$ cat config.mk
export PLATFORM = sky130hd
export DESIGN_NAME = button_event_collector
export DESIGN_NICKNAME = d
export VERILOG_FILES = /design/src/design/bec_pkg.sv /design/src/design/bec_fold.sv /design/src/design/button_event_collector.sv
export SDC_FILE = /design/constraint.sdc
export NUM_CORES = 1
export LEC_CHECK = 0
export ABC_AREA = 1
export BUFFER_PORTS_ARGS = -buffer_cell sky130_fd_sc_hd__buf_2
export CORE_MARGIN = 2
export CORE_UTILIZATION = 52
export DETAILED_ROUTE_END_ITERATION = 8
export PLACE_DENSITY = 0.76
export SKIP_CTS_REPAIR_TIMING = 1
export SLEW_MARGIN = 15
export SYNTH_ARGS = -nofsm -noshare
export SYNTH_HDL_FRONTEND = slang
export SYNTH_SLANG_ARGS = --single-unit
$ cat constraint.sdc
create_clock -name i_clk -period 2.2 [get_ports i_clk]
set_input_delay 0.33 -clock i_clk [delete_from_list [all_inputs] [get_ports i_clk]]
set_output_delay 0.33 -clock i_clk [all_outputs]
set_load 0.1 [all_outputs]
$ cat src/design/bec_pkg.sv
`timescale 1ns / 1ps
// ----------------------------------------------------------------------------
// Button event collector package
// Shared types and codes for the button event collector modules.
// ----------------------------------------------------------------------------
package bec_pkg;

    // Number of buttons and the width of the held-flags word.
    localparam int BUTTON_COUNT = 5;
    localparam int TIME_W       = 32;
    localparam int CODE_W       = 8;
    localparam int ACTION_W     = 2;

    // Item actions.
    localparam logic [ACTION_W-1:0] ACT_FRAME_BEGIN = 2'd0;
    localparam logic [ACTION_W-1:0] ACT_EVENT       = 2'd1;
    localparam logic [ACTION_W-1:0] ACT_FRAME_END   = 2'd2;

    // Event states.
    localparam logic [CODE_W-1:0] STATE_RELEASED = 8'd1;
    localparam logic [CODE_W-1:0] STATE_PRESSED  = 8'd2;

    // Event types.
    localparam logic [CODE_W-1:0] TYPE_MENU     = 8'd1;
    localparam logic [CODE_W-1:0] TYPE_SELECT   = 8'd2;
    localparam logic [CODE_W-1:0] TYPE_PREVIOUS = 8'd3;
    localparam logic [CODE_W-1:0] TYPE_PLAY     = 8'd4;
    localparam logic [CODE_W-1:0] TYPE_NEXT     = 8'd5;

    // Button bits in the held-flags word.
    localparam logic [BUTTON_COUNT-1:0] BTN_SELECT   = 5'b00001;
    localparam logic [BUTTON_COUNT-1:0] BTN_PREVIOUS = 5'b00010;
    localparam logic [BUTTON_COUNT-1:0] BTN_PLAY     = 5'b00100;
    localparam logic [BUTTON_COUNT-1:0] BTN_NEXT     = 5'b01000;
    localparam logic [BUTTON_COUNT-1:0] BTN_MENU     = 5'b10000;
    localparam logic [BUTTON_COUNT-1:0] BTN_NONE     = 5'b00000;

    // One input request.
    typedef struct packed {
        logic [ACTION_W-1:0]     action;
        logic [BUTTON_COUNT-1:0] flags_in;
        logic [TIME_W-1:0]       frame_time;
        logic [CODE_W-1:0]       btn_code;
        logic [CODE_W-1:0]       event_state;
    } t_item;

    // One result.
    typedef struct packed {
        logic [BUTTON_COUNT-1:0] flags_out;
        logic                    hand_back;
        logic [TIME_W-1:0]       next_time;
        logic [TIME_W-1:0]       menu_time;
    } t_result;

endpackage

$ cat src/design/bec_fold.sv
`timescale 1ns / 1ps
// ----------------------------------------------------------------------------
// Button event fold
// Holds the frame state and folds one request into it per cycle in which i_fire is high.
// ----------------------------------------------------------------------------
module bec_fold (
    input  logic                             i_clk,
    input  logic                             i_rst_n,
    input  logic                             i_fire,
    input  bec_pkg::t_item                   i_item,
    input  logic [bec_pkg::BUTTON_COUNT-1:0] i_release_mask,
    output bec_pkg::t_result                 o_result
);
    import bec_pkg::*;

    logic [BUTTON_COUNT-1:0] r_held;
    logic [BUTTON_COUNT-1:0] r_entry;
    logic [BUTTON_COUNT-1:0] r_deferred;
    logic [BUTTON_COUNT-1:0] r_touched;
    logic [TIME_W-1:0]       r_cur_time;
    logic [TIME_W-1:0]       r_next_stamp;
    logic [TIME_W-1:0]       r_menu_stamp;

    logic [BUTTON_COUNT-1:0] n_held;
    logic [BUTTON_COUNT-1:0] n_entry;
    logic [BUTTON_COUNT-1:0] n_deferred;
    logic [BUTTON_COUNT-1:0] n_touched;
    logic [TIME_W-1:0]       n_cur_time;
    logic [TIME_W-1:0]       n_next_stamp;
    logic [TIME_W-1:0]       n_menu_stamp;
    logic                    w_hand;
    logic [BUTTON_COUNT-1:0] w_bit;
    logic [BUTTON_COUNT-1:0] w_flip;
    logic                    w_known_state;

    // Map the event type onto its button bit; unknown types name no button.
    always_comb begin
        case (i_item.btn_code)
            TYPE_MENU:     w_bit = BTN_MENU;
            TYPE_SELECT:   w_bit = BTN_SELECT;
            TYPE_PREVIOUS: w_bit = BTN_PREVIOUS;
            TYPE_PLAY:     w_bit = BTN_PLAY;
            TYPE_NEXT:     w_bit = BTN_NEXT;
            default:       w_bit = BTN_NONE;
        endcase
    end

    assign w_known_state = (i_item.event_state == STATE_PRESSED) ||
                           (i_item.event_state == STATE_RELEASED);

    // Touched buttons that ended the frame where they began get flipped.
    assign w_flip = r_touched & ~(r_held ^ r_entry);

    // Next-state fold for one request.
    always_comb begin
        n_held       = r_held;
        n_entry      = r_entry;
        n_deferred   = r_deferred;
        n_touched    = r_touched;
        n_cur_time   = r_cur_time;
        n_next_stamp = r_next_stamp;
        n_menu_stamp = r_menu_stamp;
        w_hand       = 1'b0;
        case (i_item.action)
            ACT_FRAME_BEGIN: begin
                n_entry    = i_item.flags_in;
                n_held     = i_item.flags_in ^ r_deferred;
                n_deferred = '0;
                n_touched  = '0;
                n_cur_time = i_item.frame_time;
            end
            ACT_EVENT: begin
                if (i_item.event_state == STATE_PRESSED) begin
                    if (w_bit == BTN_NEXT) begin
                        n_next_stamp = r_cur_time;
                    end
                    if (w_bit == BTN_MENU) begin
                        n_menu_stamp = r_cur_time;
                    end
                    n_held = r_held | w_bit;
                end else if (i_item.event_state == STATE_RELEASED) begin
                    n_held = r_held & ~w_bit;
                end
                if (w_known_state) begin
                    w_hand    = (w_bit != BTN_MENU) && ((i_release_mask & w_bit) != '0);
                    n_touched = r_touched | w_bit;
                end
            end
            ACT_FRAME_END: begin
                n_held     = r_held ^ w_flip;
                n_deferred = r_deferred | w_flip;
                n_touched  = '0;
            end
            default: begin
                // Unused action: state stands and is reported as is.
            end
        endcase
    end

    // Frame state registers, updated only when a request is processed.
    always_ff @(posedge i_clk) begin
        if (!i_rst_n) begin
            r_held       <= '0;
            r_entry      <= '0;
            r_deferred   <= '0;
            r_touched    <= '0;
            r_cur_time   <= '0;
            r_next_stamp <= '0;
            r_menu_stamp <= '0;
        end else if (i_fire) begin
            r_held       <= n_held;
            r_entry      <= n_entry;
            r_deferred   <= n_deferred;
            r_touched    <= n_touched;
            r_cur_time   <= n_cur_time;
            r_next_stamp <= n_next_stamp;
            r_menu_stamp <= n_menu_stamp;
        end
    end

    // The result reflects the state after this request.
    assign o_result.flags_out = n_held;
    assign o_result.hand_back = w_hand;
    assign o_result.next_time = n_next_stamp;
    assign o_result.menu_time = n_menu_stamp;

endmodule

$ cat src/design/button_event_collector.sv
`timescale 1ns / 1ps
// ----------------------------------------------------------------------------
// Button event collector
// Folds per-frame button press and release events into a held-flags word.
// ----------------------------------------------------------------------------
// Each request (frame begin, button event or frame end) gives exactly one
// result. Requests are taken into an input register and folded into the frame
// state on their way to the result register, so the block sustains one
// request per clock while the result channel does not stall. A result becomes
// valid in the result register once its request advances out of the input
// register. The result register and the input register each hold one request,
// so one request is still taken into an empty input register while a finished
// result waits. The release mask is written through its own port, which is
// always ready, and should be changed only while no request is in flight.
module button_event_collector (
    input  logic                             i_clk,
    input  logic                             i_rst_n,
    // Input request channel.
    input  logic                             i_in_valid,
    output logic                             o_in_stall,
    input  logic [bec_pkg::ACTION_W-1:0]     i_action,
    input  logic [bec_pkg::BUTTON_COUNT-1:0] i_flags_in,
    input  logic [bec_pkg::TIME_W-1:0]       i_frame_time,
    input  logic [bec_pkg::CODE_W-1:0]       i_btn_code,
    input  logic [bec_pkg::CODE_W-1:0]       i_event_state,
    // Result channel.
    output logic                             o_out_valid,
    input  logic                             i_out_stall,
    output logic [bec_pkg::BUTTON_COUNT-1:0] o_flags_out,
    output logic                             o_hand_back,
    output logic [bec_pkg::TIME_W-1:0]       o_next_time,
    output logic [bec_pkg::TIME_W-1:0]       o_menu_time,
    // Release mask write channel.
    input  logic                             i_cfg_valid,
    output logic                             o_cfg_ready,
    input  logic [bec_pkg::BUTTON_COUNT-1:0] i_cfg_release_mask
);
    import bec_pkg::*;

    logic                    r_in_valid;
    t_item                   r_item;
    logic                    r_out_valid;
    t_result                 r_result;
    logic [BUTTON_COUNT-1:0] r_release_mask;
    t_result                 w_result;
    logic                    w_advance;
    logic                    w_in_accept;

    // The input register moves on whenever the result register is free.
    assign w_advance   = r_in_valid && (!r_out_valid || !i_out_stall);
    assign o_in_stall  = r_in_valid && !w_advance;
    assign w_in_accept = i_in_valid && !o_in_stall;
    assign o_cfg_ready = 1'b1;

    // Input register control.
    always_ff @(posedge i_clk) begin
        if (!i_rst_n) begin
            r_in_valid <= 1'b0;
        end else if (w_in_accept) begin
            r_in_valid <= 1'b1;
        end else if (w_advance) begin
            r_in_valid <= 1'b0;
        end
    end

    // Input register payload.
    always_ff @(posedge i_clk) begin
        if (w_in_accept) begin
            r_item.action      <= i_action;
            r_item.flags_in    <= i_flags_in;
            r_item.frame_time  <= i_frame_time;
            r_item.btn_code    <= i_btn_code;
            r_item.event_state <= i_event_state;
        end
    end

    // Release mask register.
    always_ff @(posedge i_clk) begin
        if (!i_rst_n) begin
            r_release_mask <= '0;
        end else if (i_cfg_valid && o_cfg_ready) begin
            r_release_mask <= i_cfg_release_mask;
        end
    end

    bec_fold u_fold (
        .i_clk          (i_clk),
        .i_rst_n        (i_rst_n),
        .i_fire         (w_advance),
        .i_item         (r_item),
        .i_release_mask (r_release_mask),
        .o_result       (w_result)
    );

    // Result register control.
    always_ff @(posedge i_clk) begin
        if (!i_rst_n) begin
            r_out_valid <= 1'b0;
        end else if (w_advance) begin
            r_out_valid <= 1'b1;
        end else if (!i_out_stall) begin
            r_out_valid <= 1'b0;
        end
    end

    // Result register payload.
    always_ff @(posedge i_clk) begin
        if (w_advance) begin
            r_result <= w_result;
        end
    end

    assign o_out_valid = r_out_valid;
    assign o_flags_out = r_result.flags_out;
    assign o_hand_back = r_result.hand_back;
    assign o_next_time = r_result.next_time;
    assign o_menu_time = r_result.menu_time;

endmodule

**After elaboration in Yosys (flattened, before gate mapping)**

Cells that the tools add are included.

- Output and inout bits: 73
- Bits of input ports: 65
- Register bits after elaboration: 248

- Mux-type cells: 17
- Reductions and logical operators: 20
- Equal/unequal tests: 14
- Bitwise operators: 11

Operators with widths:

| kind | number |
|---|---|
| $mux W32 | 6 |
| $pmux W5 S5 | 1 |
| $eq A8 B2 Y1 const B | 3 |
| $pmux W5 S2 | 2 |
| $eq A8 B1 Y1 const B | 2 |
| $eq A8 B3 Y1 const B | 2 |
| $and A5 B5 Y5 | 3 |
| $mux W5 | 3 |
| $or A5 B5 Y5 | 3 |
| $pmux W5 S3 | 1 |
| $xor A5 B5 Y5 | 3 |
| $not A5 Y5 | 2 |
| $reduce_and A2 Y1 | 3 |
| $reduce_bool A2 Y1 | 3 |
| $eq A5 B4 Y1 const B | 1 |
| $eq A5 B5 Y1 const B | 1 |
| $ne A5 B5 Y1 const B | 1 |
| $reduce_bool A5 Y1 | 1 |
| $logic_and A1 B1 Y1 | 4 |
| $logic_not A1 Y1 | 4 |
| $mux W1 | 4 |
| $ne A2 B1 Y1 const B | 2 |
| $reduce_and A3 Y1 | 1 |
| $eq A2 B1 Y1 const B | 1 |
| 4 further kinds | 5 |

**Logic depth before layout (Yosys ltp)**

- Depth in word-level cells: 8
- Mapped depth: 10

**Hierarchy**

A second synthesis with hierarchy kept.

- Cell total of the unflattened synthesis: 1,138
- Area total of the unflattened synthesis: 10,157.2 um^2

Modules (own cells, without submodules):

| module | area each (um^2) | sequential area each (um^2) | instances | cells an instance |
|---|---|---|---|---|
| bec_fold | 6,134.6 | 2,322.2 | 1 | 977 |
| button_event_collector | 4,022.6 | 3,893.7 | 1 | 161 |

**Least setup slack after synthesis**

No wires, ideal clock.

- Path type: reg-to-reg
- Start point: reg r_out_valid, in the netlist o_out_valid
- End point: reg r_item[0] (netlist bit), enable pin
- Setup slack: -1.698 ns
- Arrival time: 3.395 ns
- Period minus slack after synthesis: 3.898 ns
- Cell stages (with the launch flop): 6
- Data required time: 1.697 ns
- Cells stage by stage: dfxtp_1 -> nand2_1 -> nor2_1 -> inv_1 -> nand2_1 -> inv_1

- Word-level cells in the longest chain between the ends: 7

RTL lines:

| what | line | source |
|---|---|---|
| start: declaration | button_event_collector.sv:42 | `logic r_out_valid;` |
| start signal: assignment | button_event_collector.sv:98 | `r_out_valid <= 1'b0;` |
| start signal: assignment | button_event_collector.sv:100 | `r_out_valid <= 1'b1;` |
| start signal: assignment | button_event_collector.sv:102 | `r_out_valid <= 1'b0;` |
| $logic_not A1 Y1 | button_event_collector.sv:50 | `assign w_advance = r_in_valid && (!r_out_valid \|\| !i_out_stall);` |
| $logic_or A1 B1 Y1 | button_event_collector.sv:50 |  |
| $logic_and A1 B1 Y1 | button_event_collector.sv:50 |  |
| $logic_not A1 Y1 | button_event_collector.sv:51 | `assign o_in_stall = r_in_valid && !w_advance;` |
| $logic_and A1 B1 Y1 | button_event_collector.sv:51 |  |
| net o_in_stall | button_event_collector.sv:20 | `output logic o_in_stall,` |
| $logic_not A1 Y1 | button_event_collector.sv:52 | `assign w_in_accept = i_in_valid && !o_in_stall;` |
| $logic_and A1 B1 Y1 | button_event_collector.sv:52 |  |
| net w_in_accept | button_event_collector.sv:47 | `logic w_in_accept;` |
| end: declaration | button_event_collector.sv:41 | `t_item r_item;` |

The timed path passes the listed nets, and every way through them passes these cells.
A chain may end at the register's enable or synchronous reset.

**Final worst setup path**

- Start point: reg r_item[11] (netlist bit)
- End point: reg r_result, in the netlist o_flags_out[4], data pin

- Word-level cells in the longest chain between the ends: 7
- Elaborated cells between the ends (all ways): 12
- Classes of those cells: eq/ne: 5; mux: 4; bitwise: 3

RTL lines:

| what | line | source |
|---|---|---|
| $eq A8 B3 Y1, or another cell as far along | bec_fold.sv:38 | `case (i_item.btn_code)` |
| $pmux W5 S5 * | bec_fold.sv:38 |  |
| $not A5 Y5 | bec_fold.sv:82 | `n_held = r_held & ~w_bit;` |
| $and A5 B5 Y5 | bec_fold.sv:82 |  |
| $mux W5 | bec_fold.sv:81 | `end else if (i_item.event_state == STATE_RELEASED) begin` |
| $mux W5 * | bec_fold.sv:73 | `if (i_item.event_state == STATE_PRESSED) begin` |
| $pmux W5 S3 * | bec_fold.sv:64 | `case (i_item.action)` |
| net u_fold.n_held[4] | bec_fold.sv:24 | `logic [BUTTON_COUNT-1:0] n_held;` |
| end signal: assignment | button_event_collector.sv:109 | `r_result <= w_result;` |
| end: declaration | button_event_collector.sv:43 | `t_result r_result;` |

Mark *: on every way through the listed nets, which the timed path passes. The rest lies on a longest branch.

==> metrics.txt <==
compound-gate portion of the synthesized area 3.95%; max-cap violations 0; unrepaired setup endpoints after global routing false; first-pass GRT wire length 36100 µm; 1st-iter DRT viols 688; Clock Skew 13.1 ps; Synth async-reset ratio 0%; r2r setup slk 280 ps; wire per inst 14.5 µm; # diodes 0; data arrival time of the critical path 2190 ps; worst skew pair latency 520 ps; Fin. Hold Viols 0; Fillers 1619; GRT Util Overall 22.1%; Cell Pwr Density 862 mW/mm²; Syn Inst Count 1158; Reg2Reg Depth 9; final setup fails 0; Post-Synth XOR/XNOR Area 0.173%; total grt overflow 0; crit path capture type register; routability cong. 0.893; Slew HR 61.1%; Post-Syn Area 0.0101 mm²; CORE AREA 0.0193 mm²; IO Port Bufs 136; Pins Over Slew Limit 0; Remaining DRCs 0; area grow syn2layout 23.2%; via count 8255; Worst Hold Path Cells 3; fin crit share 87.0%; CP max FO 20; clk root buf clkbuf_16; Seq/Total Area, Yosys 61.3%; RR Endpoint o_flags_out[4]; critical path class register to register; H-Tree Depth 1; post-synthesis cell type count 30; share of the synthesized area in the top cell type 37.0%; Clock transition at path regs 70 ps; Final Power 0.0108 W; Final nets 1412; Worst Slack Setup Final 285 ps; CP required 2470 ps; Die Area 0.0206 mm²; post-DP HPWL 14400 µm; # IOs 138; Initial Utilization 52.6%; Seq cells post-synth 248; drt total wl 23600 µm; Worst Hold Class primary input to register; leading area contributor after synthesis edfxtp_1; leading post-synthesis cells by cell area edfxtp_1 37%, dfxtp_1 24%, nand2_1 9.5%; Slew @ Worst Pin 584 ps; pre-CTS WS 319 ps; syn nets 1223; largest family of logic cells by synthesized area simple AND/OR/NAND/NOR gates; minimum clock period 1920 ps; chip height 144 µm; Adder-Cell Fraction of Synth Area 0%; DR pass1 iterations 7; Avg Inst Size Synth 8.76 µm²; Synth Area in Simple Gates 27.7%; share of cells above drive strength 1 16.5%; largest net degree at the start of global routing 124; Multi-input gate area 0.00325 mm²; register area 0.00622 mm²; CTS max path bufs 3; drt via density 5.06; CTS Buf Count 26; Hold Path Origin i_cfg_release_mask[3]; multiplexer area fraction after synthesis 0%; Row Count 51; outcome finished, final reports clean; FMAX 0.522 GHz; clock sinks 248; FF-to-FF Start r_item[11]; startpoint types register; Post-DRT Antenna Nets 0; TritonCTS clock tree built; synth warn 0; VDD IR max 0.683 mV; Die W 144 µm; Post-synth EDFFs 125; worst hold slack 39.0 ps; Hold Path Sink r_release_mask[3]; end-of-flow core utilization 64.9%; LEAKAGE 5.73 nW; ys flop type edfxtp_1; vias in the first global route 7527; number of antenna violations at the first check in global routing 0
## worst max-delay path by stage
stage | cells past startpoint | to | slack (ps) | start
global route | 6 | o_menu_time[10] | 140 | r_item[11]
detailed placement | 6 | o_menu_time[0] | 320 | r_item[7]
global placement | 10 | u_fold.r_next_stamp[14] | 360 | r_item[54]
finish | 9 | o_flags_out[4] | 280 | r_item[11]
CTS | 6 | o_menu_time[0] | 310 | r_item[7]
floorplan | 5 | r_item[0] | -310 | o_out_valid
## placed cells by master, fill, tap and decap left out, types with 2 or more instances in the layout
| cell | instances |
|---|---|
| nand2_1 | 254 |
| nor2_1 | 248 |
| nand3_1 | 147 |
| buf_2 | 136 |
| edfxtp_1 | 125 |
| dfxtp_1 | 122 |
| inv_1 | 96 |
| dlygate4sd3_1 | 55 |
| o21ai_0 | 53 |
| clkbuf_16 | 27 |
| buf_4 | 17 |
| a21oi_1 | 16 |
| clkbuf_1 | 8 |
| inv_2 | 7 |
| buf_12 | 7 |
| nor2_2 | 5 |
| nand2_2 | 5 |
| clkinv_2 | 5 |
| o211ai_1 | 4 |
| clkinvlp_4 | 3 |
| clkinv_1 | 3 |
| nand2_4 | 2 |
| nor2_4 | 2 |
| nor2_8 | 2 |
| nand3_4 | 2 |
| inv_6 | 2 |
| xnor2_1 | 2 |
| a31oi_1 | 2 |
## registers in the layout, summed over array words and instances (netlist names)
register and cells:
r_in_valid 1, u_fold.r_cur_time 32, u_fold.r_held 5, u_fold.r_entry 5, r_item 55, o_menu_time 32, u_fold.r_touched 5, o_out_valid 1
o_hand_back 1, o_flags_out 5, u_fold.r_deferred 5, r_release_mask 5, u_fold.r_next_stamp 32, u_fold.r_menu_stamp 32, o_next_time 32
## layer usage
metal,global-route usage [%],vias up,routed length [µm]
met3,3.93,39,1510
met4,6.14,0,537
met2,39.0,273,11800
met1,28.0,3846,9810
li1,-,4097,-
met5,0,-,0
## power breakdown
part	internal, W	leakage [nW]	switching, W	total [W]
clock network	0.00237	0.385	0.00175	0.00412
logic	0.000372	3.14	0.00102	0.00139
registers	0.00514	2.21	0.000130	0.00527
total	0.00788	5.73	0.00290	0.0108
## metrics by stage
| step | std cells | instance area [µm²] | setup TNS (ps) |
|---|---|---|---|
| finish | 1631 | 12500 | 0 |
| global route | 1631 | 12500 | 0 |
| CTS | 1576 | 12000 | 0 |
| detailed placement | 1529 | 11200 | 0 |
| global placement | 1529 | 11200 | 0 |
| floorplan | 1158 | 10200 | -17080 |
## cell usage after synthesis (5+ instances only)
cell,count
nand2_1,256
nor2_1,249
nand3_1,147
edfxtp_1,125
dfxtp_1,123
inv_1,99
o21ai_0,53
buf_2,20
clkbuf_1,18
a21oi_1,16
buf_4,7
buf_6,6
inv_2,6
nor2_2,5
## area by class of cell
class | count | area share [%]
sequential | 248 | 49.7
multi-input combinational | 751 | 26.0
timing repair buffer | 215 | 12.0
clock buffer | 35 | 5.64
inverter | 105 | 3.22
tap | 265 | 2.65
clock inverter | 12 | 0.721
## critical path: stages (launching register included)
cell and delay [ps]:
edfxtp_1 430, nor2_2 220, nand2_2 130, nor2_8 120
buf_4 300, nand2_1 130, nand2_1 100, nand3b_1 90
nand2_1 90, nand2_1 60
## kinds of logic (layout without fill, tap and decap cells)
group / count (synthesis) / count (layout)
flops: 248 / 248
other cells: 1 / 1
compound gates: 77 / 77
buf+inv: 159 / 367
xor+xnor: 2 / 2
simple gates: 671 / 671
Power figures use the tool's default switching activity.
